### src/scbd_pkg.sv
// Package for the scan-code button decoder: item types, scan codes,
// button bit positions and the code-to-button lookup.
// No dependencies.
package scbd_pkg;

    typedef enum logic {
        OP_BYTE = 1'b0,
        OP_POLL = 1'b1
    } t_op;

    localparam logic [7:0] PausePrefix  = 8'hE1;
    localparam logic [7:0] ExtPrefix    = 8'hE0;
    localparam logic [2:0] PauseSkipLen = 3'd5;

    // extended set
    localparam logic [6:0] ExtCodeUp    = 7'h48;
    localparam logic [6:0] ExtCodeDown  = 7'h50;
    localparam logic [6:0] ExtCodeLeft  = 7'h4B;
    localparam logic [6:0] ExtCodeRight = 7'h4D;
    // plain set
    localparam logic [6:0] CodeUp       = 7'h11;
    localparam logic [6:0] CodeDown     = 7'h1F;
    localparam logic [6:0] CodeLeft     = 7'h1E;
    localparam logic [6:0] CodeRight    = 7'h20;
    localparam logic [6:0] CodeDash     = 7'h39;
    localparam logic [6:0] CodeConfirm  = 7'h1C;
    localparam logic [6:0] CodeReset    = 7'h13;
    localparam logic [6:0] CodeEscape   = 7'h01;

    localparam logic [7:0] BtnUp      = 8'h01;
    localparam logic [7:0] BtnDown    = 8'h02;
    localparam logic [7:0] BtnLeft    = 8'h04;
    localparam logic [7:0] BtnRight   = 8'h08;
    localparam logic [7:0] BtnDash    = 8'h10;
    localparam logic [7:0] BtnConfirm = 8'h20;
    localparam logic [7:0] BtnReset   = 8'h40;
    localparam logic [7:0] BtnEscape  = 8'h80;
    localparam logic [7:0] BtnNone    = 8'h00;

    typedef struct packed {
        t_op        operation;
        logic [7:0] data_byte;
        logic       aux_source;
    } t_in_item;

    typedef struct packed {
        logic [7:0] held_mask;
        logic [7:0] pressed_mask;
        logic [7:0] released_mask;
    } t_out_item;

    function automatic logic [7:0] lookup_button(input logic [6:0] code, input logic ext);
        logic [7:0] btn;
        btn = BtnNone;
        if (ext) begin
            unique case (code)
                ExtCodeUp:    btn = BtnUp;
                ExtCodeDown:  btn = BtnDown;
                ExtCodeLeft:  btn = BtnLeft;
                ExtCodeRight: btn = BtnRight;
                default:      btn = BtnNone;
            endcase
        end else begin
            unique case (code)
                CodeUp:      btn = BtnUp;
                CodeDown:    btn = BtnDown;
                CodeLeft:    btn = BtnLeft;
                CodeRight:   btn = BtnRight;
                CodeDash:    btn = BtnDash;
                CodeConfirm: btn = BtnConfirm;
                CodeReset:   btn = BtnReset;
                CodeEscape:  btn = BtnEscape;
                default:     btn = BtnNone;
            endcase
        end
        return btn;
    endfunction

endpackage

### src/scbd_if.sv
// Valid/ready channel interfaces for the scan-code button decoder:
// byte/poll input channel and button-state result channel. No dependencies.
interface scbd_in_if;
    logic       valid;
    logic       ready;
    logic       operation;
    logic [7:0] data_byte;
    logic       aux_source;

    modport source (output valid, output operation, output data_byte, output aux_source,
                    input ready);
    modport sink   (input valid, input operation, input data_byte, input aux_source,
                    output ready);
endinterface

interface scbd_out_if;
    logic       valid;
    logic       ready;
    logic [7:0] held_mask;
    logic [7:0] pressed_mask;
    logic [7:0] released_mask;

    modport source (output valid, output held_mask, output pressed_mask,
                    output released_mask, input ready);
    modport sink   (input valid, input held_mask, input pressed_mask,
                    input released_mask, output ready);
endinterface

### src/scbd_in_reg.sv
// Input register stage: captures one byte/poll transfer per cycle while it is empty or its item is being taken.
// Depends on scbd_pkg and scbd_if.
module scbd_in_reg (
    input  logic              i_clk,
    input  logic              i_rst_n,
    scbd_in_if.sink           i_in,
    input  logic              i_take,
    output logic              o_valid,
    output scbd_pkg::t_in_item o_item
);
    import scbd_pkg::*;

    logic     r_valid;
    t_in_item r_item;
    logic     accept;

    assign i_in.ready = !r_valid || i_take;
    assign accept     = i_in.valid && i_in.ready;

    always_ff @(posedge i_clk) begin
        if (!i_rst_n) begin
            r_valid <= 1'b0;
        end else if (accept) begin
            r_valid <= 1'b1;
        end else if (i_take) begin
            r_valid <= 1'b0;
        end
    end

    always_ff @(posedge i_clk) begin
        if (accept) begin
            r_item.operation  <= t_op'(i_in.operation);
            r_item.data_byte  <= i_in.data_byte;
            r_item.aux_source <= i_in.aux_source;
        end
    end

    assign o_valid = r_valid;
    assign o_item  = r_item;
endmodule

### src/scbd_core.sv
// Decoder state: held mask, extended flag, pause skip count, last polled mask.
// Consumes one registered item per cycle; a poll waits while the result register has no room. Depends on scbd_pkg.
module scbd_core (
    input  logic               i_clk,
    input  logic               i_rst_n,
    input  logic               i_valid,
    input  scbd_pkg::t_in_item i_item,
    input  logic               i_out_room,
    output logic               o_take,
    output logic               o_res_valid,
    output scbd_pkg::t_out_item o_res
);
    import scbd_pkg::*;

    logic [7:0] r_held;
    logic       r_ext;
    logic [2:0] r_skip;
    logic [7:0] r_last;
    logic [7:0] n_held;
    logic       n_ext;
    logic [2:0] n_skip;
    logic [7:0] n_last;
    logic [7:0] btn;
    logic       is_poll;

    assign is_poll     = (i_item.operation == OP_POLL);
    assign o_take      = i_valid && (!is_poll || i_out_room);
    assign o_res_valid = o_take && is_poll;
    assign btn         = lookup_button(i_item.data_byte[6:0], r_ext);

    always_comb begin
        n_held = r_held;
        n_ext  = r_ext;
        n_skip = r_skip;
        n_last = r_last;
        if (o_take) begin
            if (is_poll) begin
                n_last = r_held;
            end else if (!i_item.aux_source) begin
                if (r_skip != 3'd0) begin
                    n_skip = r_skip - 3'd1;
                end else if (i_item.data_byte == PausePrefix) begin
                    n_skip = PauseSkipLen;
                    n_ext  = 1'b0;
                end else if (i_item.data_byte == ExtPrefix) begin
                    n_ext = 1'b1;
                end else begin
                    n_ext = 1'b0;
                    if (i_item.data_byte[7]) begin
                        n_held = r_held & ~btn;
                    end else begin
                        n_held = r_held | btn;
                    end
                end
            end
        end
    end

    always_ff @(posedge i_clk) begin
        if (!i_rst_n) begin
            r_held <= '0;
            r_ext  <= 1'b0;
            r_skip <= '0;
            r_last <= '0;
        end else begin
            r_held <= n_held;
            r_ext  <= n_ext;
            r_skip <= n_skip;
            r_last <= n_last;
        end
    end

    assign o_res.held_mask     = r_held;
    assign o_res.pressed_mask  = r_held & ~r_last;
    assign o_res.released_mask = r_last & ~r_held;

`ifndef SYNTH
    a_skip_range: assert property (@(posedge i_clk) disable iff (!i_rst_n)
        r_skip <= PauseSkipLen)
        else $error("pause skip count out of range");

    a_skip_hold: assert property (@(posedge i_clk) disable iff (!i_rst_n)
        o_take && !is_poll && !i_item.aux_source && (r_skip != 3'd0)
        |=> (r_skip == $past(r_skip) - 3'd1) && $stable(r_held) && $stable(r_ext))
        else $error("skipped byte changed decoder state");

    a_poll_snap: assert property (@(posedge i_clk) disable iff (!i_rst_n)
        o_res_valid |=> (r_last == $past(r_held)) && $stable(r_held))
        else $error("poll did not capture held mask");

    a_aux_ignored: assert property (@(posedge i_clk) disable iff (!i_rst_n)
        o_take && !is_poll && i_item.aux_source
        |=> $stable(r_held) && $stable(r_ext) && $stable(r_skip) && $stable(r_last))
        else $error("aux byte changed decoder state");
`endif
endmodule

### src/scbd_out_reg.sv
// Result register: holds one poll result until the sink takes the transfer.
// Depends on scbd_pkg and scbd_if.
module scbd_out_reg (
    input  logic                i_clk,
    input  logic                i_rst_n,
    input  logic                i_valid,
    input  scbd_pkg::t_out_item i_res,
    output logic                o_room,
    scbd_out_if.source          o_out
);
    import scbd_pkg::*;

    logic      r_valid;
    t_out_item r_res;

    assign o_room = !r_valid || o_out.ready;

    always_ff @(posedge i_clk) begin
        if (!i_rst_n) begin
            r_valid <= 1'b0;
        end else if (o_room) begin
            r_valid <= i_valid;
        end
    end

    always_ff @(posedge i_clk) begin
        if (o_room && i_valid) begin
            r_res <= i_res;
        end
    end

    assign o_out.valid         = r_valid;
    assign o_out.held_mask     = r_res.held_mask;
    assign o_out.pressed_mask  = r_res.pressed_mask;
    assign o_out.released_mask = r_res.released_mask;
endmodule

### src/scan_code_button_decoder.sv
// Scan-code set 1 button decoder, top level.
// Throughput: one byte or poll transfer per cycle; stalls only while a result waits.
// A poll result passes through the input register, which loads at the transfer,
// and then the result register, which loads once it has room.
// Reset (i_rst_n low, synchronous) clears held mask, extended flag, pause count,
// last polled mask and both pipeline valid bits.
module scan_code_button_decoder (
    input  logic       i_clk,
    input  logic       i_rst_n,
    scbd_in_if.sink    i_in,
    scbd_out_if.source o_out
);
    import scbd_pkg::*;

    logic      stage_valid;
    t_in_item  stage_item;
    logic      take;
    logic      res_valid;
    t_out_item res;
    logic      out_room;

    scbd_in_reg u_in_reg (
        .i_clk   (i_clk),
        .i_rst_n (i_rst_n),
        .i_in    (i_in),
        .i_take  (take),
        .o_valid (stage_valid),
        .o_item  (stage_item)
    );

    scbd_core u_core (
        .i_clk       (i_clk),
        .i_rst_n     (i_rst_n),
        .i_valid     (stage_valid),
        .i_item      (stage_item),
        .i_out_room  (out_room),
        .o_take      (take),
        .o_res_valid (res_valid),
        .o_res       (res)
    );

    scbd_out_reg u_out_reg (
        .i_clk   (i_clk),
        .i_rst_n (i_rst_n),
        .i_valid (res_valid),
        .i_res   (res),
        .o_room  (out_room),
        .o_out   (o_out)
    );
endmodule

### src/flat_wrapper.sv
// flat-port wrapper written by rule: the top's interface ports become plain ports
module scan_code_button_decoder_flat import scbd_pkg::*;
  (i_clk, i_rst_n, i_in_valid, i_in_operation, i_in_data_byte, i_in_aux_source, i_in_ready, o_out_valid, o_out_held_mask, o_out_pressed_mask, o_out_released_mask, o_out_ready);
  scbd_in_if i_in_i ();
  scbd_out_if o_out_i ();
  input  logic i_clk;
  input  logic i_rst_n;
  input wire logic [$bits(i_in_i.valid)-1:0] i_in_valid;
  input wire logic [$bits(i_in_i.operation)-1:0] i_in_operation;
  input wire logic [$bits(i_in_i.data_byte)-1:0] i_in_data_byte;
  input wire logic [$bits(i_in_i.aux_source)-1:0] i_in_aux_source;
  output wire logic [$bits(i_in_i.ready)-1:0] i_in_ready;
  output wire logic [$bits(o_out_i.valid)-1:0] o_out_valid;
  output wire logic [$bits(o_out_i.held_mask)-1:0] o_out_held_mask;
  output wire logic [$bits(o_out_i.pressed_mask)-1:0] o_out_pressed_mask;
  output wire logic [$bits(o_out_i.released_mask)-1:0] o_out_released_mask;
  input wire logic [$bits(o_out_i.ready)-1:0] o_out_ready;
  assign i_in_i.valid = i_in_valid;
  assign i_in_i.operation = i_in_operation;
  assign i_in_i.data_byte = i_in_data_byte;
  assign i_in_i.aux_source = i_in_aux_source;
  assign i_in_ready = i_in_i.ready;
  assign o_out_valid = o_out_i.valid;
  assign o_out_held_mask = o_out_i.held_mask;
  assign o_out_pressed_mask = o_out_i.pressed_mask;
  assign o_out_released_mask = o_out_i.released_mask;
  assign o_out_i.ready = o_out_ready;
  scan_code_button_decoder u_core (.i_clk(i_clk), .i_rst_n(i_rst_n), .i_in(i_in_i), .o_out(o_out_i));
endmodule
### config.mk
export PLATFORM = sky130hd
export DESIGN_NAME = scan_code_button_decoder_flat
export DESIGN_NICKNAME = d
export VERILOG_FILES = /design/src/scbd_pkg.sv /design/src/scbd_if.sv /design/src/scbd_in_reg.sv /design/src/scbd_core.sv /design/src/scbd_out_reg.sv /design/src/scan_code_button_decoder.sv /design/src/flat_wrapper.sv
export SDC_FILE = /design/constraint.sdc
export NUM_CORES = 1
export LEC_CHECK = 0
export ABC_AREA = 1
export BUFFER_PORTS_ARGS = -buffer_cell sky130_fd_sc_hd__buf_2
export CAP_MARGIN = 20
export CORE_ASPECT_RATIO = 1.25
export CORE_UTILIZATION = 55
export CTS_CLUSTER_DIAMETER = 80
export DETAILED_ROUTE_END_ITERATION = 12
export PLACE_DENSITY = 0.8
export SKIP_CTS_REPAIR_TIMING = 1
export SLEW_MARGIN = 20
export SYNTH_ARGS = -nofsm -noshare
export SYNTH_HDL_FRONTEND = slang
export SYNTH_SLANG_ARGS = --single-unit
### constraint.sdc
create_clock -name i_clk -period 1.62 [get_ports i_clk]
set_input_delay 0.324 -clock i_clk [delete_from_list [all_inputs] [get_ports i_clk]]
set_output_delay 0.324 -clock i_clk [all_outputs]
set_load 0.005 [all_outputs]
=== After elaboration in Yosys (flattened, before gate mapping) ===
Cells that the tools add are included.

* $add $sub $neg: 1
* Multipliers: 0
* Divide/modulo/power cells: 0
* $lt $le $gt $ge: 0
* Eq/ne operators: 14
* Shifts and indexed selects: 0
* Multiplexer cells: 10
* Bitwise logic cells: 12
* Reductions and logical operators: 17

{| class="wikitable"
|+ Operator list
! kind !! count
|-
| $pmux W8 S8 || 1
|-
| $eq A7 B5 Y1 const B || 5
|-
| $eq A7 B7 Y1 const B || 4
|-
| $and A8 B8 Y8 || 3
|-
| $not A8 Y8 || 3
|-
| $eq A8 B8 Y1 const B || 2
|-
| $mux W8 || 2
|-
| $pmux W4 S4 || 1
|-
| $eq A7 B6 Y1 const B || 2
|-
| $or A8 B8 Y8 || 1
|-
| $reduce_and A4 Y1 || 2
|-
| $eq A7 B1 Y1 const B || 1
|-
| $mux W3 || 2
|-
| $reduce_and A6 Y1 || 1
|-
| $not A1 Y1 || 5
|-
| $logic_and A1 B1 Y1 || 4
|-
| $mux W1 || 4
|-
| $reduce_bool A2 Y1 || 2
|-
| $logic_not A1 Y1 || 3
|-
| $logic_or A1 B1 Y1 || 3
|-
| $reduce_bool A3 Y1 || 1
|-
| $sub A3 B1 Y3 const B || 1
|-
| $reduce_and A2 Y1 || 1
|}

* Flip-flop bits (word level): 56
* Latch bits: 0
* Bits in writable memories: 0
* ROM bits: 0
* Input bits: 14
* Output and inout port bits: 26
* Word-level logic and storage cells: 66
* Memories: 0

=== Logic depth before layout (Yosys ltp) ===
Gate-level depths: netlist (run 1).

* Depth in word-level cells: 7
* Gate-level depth with buffers: 10
* Mapped depth without buffers: 9

=== Cells and area by module ===
Synthesis (run 1) repeated with hierarchy kept, for this count alone.

* Cell total of the unflattened synthesis: 240
* Area total of the unflattened synthesis: 2,334.7 um^2

{| class="wikitable"
|+ By module, submodules not included
! module !! times used !! cells an instance !! area each (um^2) !! sequential area each (um^2)
|-
| scbd_core || 1 || 192 || 1,211.2 || 400.4
|-
| scbd_out_reg || 1 || 31 || 772.0 || 740.7
|-
| scbd_in_reg || 1 || 17 || 351.6 || 320.3
|}

=== Worst setup path before layout (run 1) ===
No wires, ideal clock.

* Path type: flip-flop to flip-flop
* Start: reg u_core.u_in_reg.r_valid, in the netlist u_core.u_in_reg.o_valid
* End: reg u_core.u_out_reg.r_res (netlist bit u_core.u_out_reg.o_out.held_mask[0]) (enable)
* Library setup time: 0.373 ns
* Arrival: 1.109 ns
* Required time: 1.247 ns
* Setup slack: 0.138 ns
* Stages on the path, launching flop included: 4
* Buffers on the path: 1
* Clock period less this slack: 1.482 ns
* Cells stage by stage: dfxtp_1 -> nand2_1 -> nor2_2 -> buf_2

* Longest elaborated chain between the ends: 3

{| class="wikitable"
|+ Ends and longest elaborated chain
! element !! RTL line !! source
|-
| start: declaration || scbd_in_reg.sv:13 || <nowiki>logic r_valid;</nowiki>
|-
| start signal: assignment || scbd_in_reg.sv:22 || <nowiki>r_valid <= 1'b0;</nowiki>
|-
| start signal: assignment || scbd_in_reg.sv:24 || <nowiki>r_valid <= 1'b1;</nowiki>
|-
| start signal: assignment || scbd_in_reg.sv:26 || <nowiki>r_valid <= 1'b0;</nowiki>
|-
| $logic_and A1 B1 Y1 || scbd_core.sv:27 || <nowiki>assign o_take = i_valid && (!is_poll || i_out_room);</nowiki>
|-
| $logic_and A1 B1 Y1 || scbd_core.sv:28 || <nowiki>assign o_res_valid = o_take && is_poll;</nowiki>
|-
| $logic_and A1 B1 Y1 || scbd_out_reg.sv:27 || <nowiki>if (o_room && i_valid) begin</nowiki>
|-
| end signal: assignment || scbd_out_reg.sv:28 || <nowiki>r_res <= i_res;</nowiki>
|-
| end: declaration || scbd_out_reg.sv:14 || <nowiki>t_out_item r_res;</nowiki>
|}

Every way passes these cells.
A chain may end at the register's enable or synchronous reset.

=== Worst setup path after layout (run 1) ===
* Start: reg u_core.u_out_reg.r_valid, in the netlist u_core.u_out_reg.o_out.valid
* End: out i_in_ready

* Longest elaborated chain between the ends: 5

{| class="wikitable"
|+ Ends and longest elaborated chain
! element !! RTL line !! source
|-
| start: declaration || scbd_out_reg.sv:13 || <nowiki>logic r_valid;</nowiki>
|-
| start signal: assignment || scbd_out_reg.sv:22 || <nowiki>r_valid <= i_valid;</nowiki>
|-
| $logic_not A1 Y1 || scbd_out_reg.sv:16 || <nowiki>assign o_room = !r_valid || o_out.ready;</nowiki>
|-
| $logic_or A1 B1 Y1 || scbd_out_reg.sv:16 ||
|-
| $logic_or A1 B1 Y1 || scbd_core.sv:27 ||
|-
| $logic_and A1 B1 Y1 || scbd_core.sv:27 ||
|-
| $logic_or A1 B1 Y1 || scbd_in_reg.sv:17 || <nowiki>assign i_in.ready = !r_valid || i_take;</nowiki>
|-
| end: declaration || flat_wrapper.sv:12 || <nowiki>output wire logic [$bits(i_in_i.ready)-1:0] i_in_ready;</nowiki>
|}

Every way passes these cells.

==> summary.md, run 1 <==
| Metric | Value |
|---|---|
| Status | finished, final reports clean |
| Clock Sinks | 56 |
| Cell count of the worst reg-to-reg path | 6 |
| Clk pwr share | 0.373 |
| Comb power frac | 0.051 |
| Worst VDD drop | around 0.7 mV |
| Hold crit path type | input port to register |
| Number of synthesized register bits | 56 |
| Tot GR Track Use | 0.1523 |
| Setup CP Type | register to output pin |
| Max Freq | 644.6 MHz |
| Area growth syn-to-layout | 16.96% |
| Actual slew at the worst max-slew pin | between 0.4 and 0.5 ns |
| Net Switching | a little over 0.5 mW |
| Setup ws final | 0.06863 ns |
| Most area-consuming cells after synthesis | edfxtp_1 (44%), dfxtp_1 (19%), nor2_1 (6.5%) |
| Internal power | between 2 and 2.5 mW |
| Area after DPL | about 2600 sq um |
| DRC | 0 |
| Share of layout cells above drive strength 1 | 0.2800 |
| Core area | between 4000 and 5000 sq um |
| Met2 usage | 0.2662 |
| R2r startpoint | u_core.u_in_reg.o_item[7]$_DFFE_PP_ |
| Pwr/cell area | ~1000 nW/um^2 |
| # rows | 26 |
| Number of diodes | 0 |
| Final WL | about 3100 um |
| DP Worst Slack | around 0.11 ns |
| Synthesized area per cell | approximately 10 sq um |
| Mapped Nets | between 200 and 250 |
| Minimum clock period | ~1.6 ns |
| Reg2Reg Setup Slack | between 0.2 and 0.25 ns |
| Clk_skew | 0.006956 ns |
| Vias per cell | between 4 and 5 |
| Final period utilization | 0.9576 |
| Seq pwr share | 0.576 |
| H-Tree Depth | 2 |
| Register area share after synthesis | 0.6290 |
| Number of synthesized flops with an enable pin | 34 |
| Mapped Cells | roughly 230 |
| Power consumption | roughly 2.7 mW |
| Top cell type's share of synthesized area | 0.4394 |
| GR Util met3 | 0.04124 |
| Commonest cells in the synthesized netlist | nor2_1 (40), edfxtp_1 (34), nand2_1 (31) |
| Via count | 1,588 |
| Worst-path clk slew | 0.09 ns |
| Post-layout net count | 288 |
| Crit end category | output pin |
| Number of cells after detailed placement | roughly 320 |
| Final Max Tran Viols | 0 |
| Root buffer cell | clkbuf_8 |
| Slew HR | 0.7114 |
| Post-route cell area | around 2700 sq um |
| Net Sw Frac | 0.1861 |
| Largest net degree at the start of global routing | 41 |
| Async S/R FF share, synth | 0 |
| Number of global-route vias before repair | ~1,300 |
| Worst-skew pair later-pin latency | about 0.30 ns |
| Top fanout value on the critical path | 2 |
| Drt wl/cell | around 9.4 um |
| Die H | between 70 and 80 um |
| Non-Filler Instances | 331 |
| First-pass GRT wire length | around 5000 um |
| Die Footprint | 4490 sq um |
| Synthesized cell area | 2323 sq um |
| 1st-pass router iterations | 4 |
| ANT nets after route | 0 |
| CTS buffer count | 5 |
| Die X | around 60 um |
| FILL cells | between 300 and 400 |
| CP startpoint kind | register |
| Met1 usage | 0.1649 |
| GP Congestion | just under 0.8 |
| I/O Buffers | 39 |
| Crit path DAT | between 1 and 1.5 ns |
| Syn. warnings | 0 |
| Leakage power | 1.112 nW |
| Max_cap viols | 0 |
| Endpoints failing setup | 0 |
| Post-DP HPWL | around 2200 um |
| 1st-iter DRT viols | 58 |
| Initial Util | 0.5714 |
| CTS tree | yes |
| Hold path depth | 1 |
| Hold Path End | u_core.u_in_reg.o_item[7]$_DFFE_PP_ |
| Unique masters post-synth | 28 |
| Clock Path Buffers | 2 |
| Hold Crit Start | i_in_data_byte[6] |
| Count leader, synth | nor2_1 |
| Top FF cell, synth | edfxtp_1 |
| Grt ovf | 0 |
| Busiest grt layer | met2 |
| Area leader, netlist | edfxtp_1 |
| Worst EP required | about 1.3 ns |
| Number of top-level pins | 40 |
| Antenna violations before repair | 0 |
| WHS | between 0.15 and 0.2 ns |
| Final hold vios | 0 |
[worst max-delay path, stage by stage, from the launching register on]
cell and delay [ns]:
dfxtp_1 0.33, inv_1 0.05, nor2_2 0.11, inv_1 0.07
nor2_1 0.16, inv_1 0.08, buf_2 0.13
[final cells by class]
class	count	area, sq um	area share
inverters	36	140.1	0.05157
clock inverters	2	60.06	0.02210
clock buffers	6	72.57	0.02670
multi-input cells	134	690.7	0.2541
flip-flops and latches	56	1461	0.5378
repair buffers	41	222.7	0.08195
well taps	56	70.07	0.02578
[power groups by stage]
stage	clock network (mW)	registers [mW]	logic, mW
3_5_place_dp	0	1.61	0.137
6_report	1.02	1.57	0.139
2_1_floorplan	0	1.61	0.0899
3_3_place_gp	0	1.60	0.133
4_1_cts	1.04	1.57	0.138
5_1_grt	1.09	1.58	0.155
[kinds of logic (layout without fill, tap and decap cells)]
kind of cell	count (synthesis)	in the layout	synth area share
AND/OR/NAND/NOR	100	100	0.2046
flip-flops	56	56	0.6290
buffers and inverters	41	85	0.07916
AO/OA/AOI/OAI	34	34	0.08724
[layout by cell type, fill, tap and decap left out]
cell and count:
nor3_1 1, o21ai_1 2, nor2_2 6, o211ai_1 1, a21oi_2 8, and3_1 1
nor3_2 1, nor2_1 37, clkbuf_1 1, dfxtp_1 22, clkbuf_8 5, nand3b_4 1
buf_2 39, a21oi_1 14, clkinv_1 2, nand2_2 3, edfxtp_1 34, buf_4 1
inv_1 28, clkinv_4 1, nor2_4 1, nand2_4 2, bufinv_16 2, nor2_8 1
inv_2 5, nand4_1 1, o21ai_0 9, nand2_1 31, nand3b_1 2, buf_12 1
nand3_1 12
[per-layer routing]
| metal | up-vias | share of wire | wire, um |
|---|---|---|---|
| met4 | 0 | 0.020 | 61 |
| li1 | 827 | - | - |
| met2 | 42 | 0.51 | 1608 |
| met5 | - | 0 | 0 |
| met1 | 713 | 0.42 | 1304 |
| met3 | 6 | 0.047 | 148 |
[how the worst max path moves through the flow]
stage                                              startpoint                                             to  slack, ns  cells past startpoint
global placement                                  o_out_ready            u_core.u_in_reg.o_item[2]$_DFFE_PP_       0.13                      5
detailed placement                                o_out_ready            u_core.u_in_reg.o_item[2]$_DFFE_PP_       0.11                      5
global route        u_core.u_out_reg.o_out.valid$_SDFFE_PN0P_                                     i_in_ready     -0.009                      6
finish              u_core.u_out_reg.o_out.valid$_SDFFE_PN0P_                                     i_in_ready       0.07                      6
floorplan                u_core.u_in_reg.o_valid$_SDFFE_PN0P_  u_core.u_out_reg.o_out.held_mask[0]$_DFFE_PP_       0.14                      3
CTS                 u_core.u_out_reg.o_out.valid$_SDFFE_PN0P_                                     i_in_ready       0.06                      6
[metrics by stage]
| step | TNS, ns | util |
|---|---|---|
| after floorplan | 0 | - |
| after global placement | 0 | 0.6326 |
| after detailed placement | 0 | 0.6326 |
| after CTS | 0 | 0.6652 |
| after global routing | -0.009221 | 0.6683 |
| final | 0 | 0.6683 |
Note: power is estimated with default switching activity, not from simulation.
==> inputs of run 2 (changes only) <==
--- a/config.mk
+++ b/config.mk
@@ -12,6 +12,7 @@
 export CORE_UTILIZATION = 55
 export CTS_CLUSTER_DIAMETER = 80
 export DETAILED_ROUTE_END_ITERATION = 12
+export GPL_TIMING_DRIVEN = 0
 export PLACE_DENSITY = 0.8
 export SKIP_CTS_REPAIR_TIMING = 1
 export SLEW_MARGIN = 20
==> summary.md, run 2 (same netlist as run 1, synthesis figures left out) <==
| Metric | Value |
|---|---|
| Pwr/cell area | between 900 and 1000 nW/um^2 |
| 1st-iter DRT viols | 36 |
| Post-layout net count | 290 |
| Worst-skew pair later-pin latency | ~0.31 ns |
| Number of top-level pins | 40 |
| Worst VDD drop | approximately 0.67 mV |
| Hold path depth | 1 |
| Core area | just over 4000 sq um |
| DRC | 0 |
| Worst EP required | 1.30 ns |
| FILL cells | around 340 |
| Tot GR Track Use | 0.1555 |
| Vias per cell | between 4 and 5 |
| ANT nets after route | 0 |
| Clk_skew | roughly 0.0054 ns |
| Area growth syn-to-layout | 15.94% |
| Max_cap viols | 0 |
| 1st-pass router iterations | 4 |
| Number of global-route vias before repair | ~1,300 |
| Commonest non-fill, non-tap cells in the layout | buf_2 (38), nor2_1 (36), edfxtp_1 (34), nand2_1 (31), inv_1 (28) |
| Critical register-to-register path endpoint | u_core.u_out_reg.o_out.held_mask[6]$_DFFE_PP_ |
| Final hold vios | 0 |
| Slew HR | 0.7109 |
| Non-Filler Instances | between 300 and 400 |
| Reg area | about 1500 sq um |
| I/O Buffers | 38 |
| Number of cells after detailed placement | approximately 330 |
| Leakage power | around 1.1 nW |
| Crit path DAT | between 1 and 1.5 ns |
| Cell count of the worst reg-to-reg path | 3 |
| Antenna violations before repair | 0 |
| Clock Path Buffers | 2 |
| Hold Path End | u_core.u_in_reg.o_item[5]$_DFFE_PP_ |
| Clk pwr share | 0.301 |
| Actual slew at the worst max-slew pin | 0.4332 ns |
| Die Footprint | 4490 sq um |
| CP startpoint kind | register |
| Root buffer cell | clkbuf_8 |
| Top fanout value on the critical path | 2 |
| Endpoints failing setup | 0 |
| Largest net degree at the start of global routing | 34 |
| Hold Crit Start | i_in_data_byte[4] |
| First-pass GRT wire length | 5050 um |
| Area after DPL | between 2000 and 3000 sq um |
| Minimum clock period | around 1.5 ns |
| Share of layout cells above drive strength 1 | 0.2816 |
| Most common cell after layout, fill and taps aside | buf_2 |
| Net Switching | ~0.54 mW |
| Final period utilization | 0.9295 |
| Initial Util | 0.5714 |
| Grt ovf | 0 |
| Die H | between 70 and 80 um |
| Die X | ~60 um |
| Internal power | approximately 1.9 mW |
| Hold crit path type | input port to register |
| CTS tree | yes |
| Final WL | 3183 um |
| Drt wl/cell | approximately 9.6 um |
| Comb power frac | 0.058 |
| Post-route cell area | ~2700 sq um |
| CTS buffer count | 5 |
| Via count | around 1,600 |
| Post-DP HPWL | 2335 um |
| Final Max Tran Viols | 0 |
| Setup CP Type | register to output pin |
| H-Tree Depth | 2 |
| Status | finished, final reports clean |
| Clock Sinks | 56 |
| Max Freq | 664.1 MHz |
| R2r startpoint | u_core.u_in_reg.o_valid$_SDFFE_PN0P_ |
| GP Congestion | 0.8695 |
| Seq pwr share | 0.641 |
| Net Sw Frac | 0.2194 |
| Worst-path clk slew | ~0.090 ns |
| Crit end category | output pin |
| Reg2Reg Setup Slack | approximately 0.12 ns |
| # rows | 26 |
| Number of diodes | 0 |
| Multi-input gate area | 693.2 sq um |
[run 2: worst max-delay path, cell delays in order (launching register included)]
cell     delay (ns)
dfxtp_1        0.34
inv_1          0.05
nor2_2         0.11
inv_1          0.09
nor2_4         0.11
inv_1          0.06
buf_2          0.12
[run 2: layout make-up]
type / count / share of cell area
Timing Repair Buffer: 38 / 0.07060
Buffer: 5 / 0.01858
Clock buffer: 6 / 0.02694
Clock inverter: 2 / 0.006038
Multi-Input combinational cell: 134 / 0.2573
Tap cell: 56 / 0.02601
Sequential cell: 56 / 0.5425
Inverter: 36 / 0.05202
[run 2: per-layer routing]
| metal | global-route usage | part of all wire | vias to the layer above |
|---|---|---|---|
| met5 | 0 | 0 | - |
| met4 | 0.08527 | 0.023 | 0 |
| met3 | 0.04639 | 0.042 | 6 |
| met2 | 0.2711 | 0.51 | 44 |
| met1 | 0.1659 | 0.43 | 696 |
| li1 | - | - | 847 |
[run 2: how the worst max path moves through the flow]
stage                                                    startpoint                                               end  cells after the start
after floorplan                u_core.u_in_reg.o_valid$_SDFFE_PN0P_     u_core.u_out_reg.o_out.held_mask[0]$_DFFE_PP_                      3
after global placement         u_core.u_in_reg.o_valid$_SDFFE_PN0P_  u_core.u_out_reg.o_out.pressed_mask[6]$_DFFE_PP_                      3
after detailed placement       u_core.u_in_reg.o_valid$_SDFFE_PN0P_  u_core.u_out_reg.o_out.pressed_mask[6]$_DFFE_PP_                      3
final                     u_core.u_out_reg.o_out.valid$_SDFFE_PN0P_                                        i_in_ready                      6
after CTS                      u_core.u_in_reg.o_valid$_SDFFE_PN0P_  u_core.u_out_reg.o_out.pressed_mask[6]$_DFFE_PP_                      3
after global routing      u_core.u_out_reg.o_out.valid$_SDFFE_PN0P_                                        i_in_ready                      6
[run 2: stage by stage]
step           setup TNS (ns)  setup WS [ns]  power, mW  utilization  hold WS, ns
4_1_cts                -3.296        -0.1268      2.464       0.6572       0.1795
3_3_place_gp           -2.290       -0.09624      1.739       0.6354       0.4830
6_report                    0         0.1143      2.453       0.6625       0.1844
3_5_place_dp           -3.012        -0.1169      1.744       0.6354       0.4873
5_1_grt           -0.00009925    -0.00009925      2.542       0.6625       0.1697
2_1_floorplan               0         0.1381      1.696            -       0.4229
[run 2: power by group through the flow]
stage | Combinational (mW) | Sequential, mW | Clock [mW]
after floorplan | 0.0899 | 1.61 | 0
after global placement | 0.134 | 1.60 | 0
after detailed placement | 0.138 | 1.61 | 0
after CTS | 0.138 | 1.57 | 0.752
after global routing | 0.159 | 1.58 | 0.804
final | 0.141 | 1.57 | 0.739
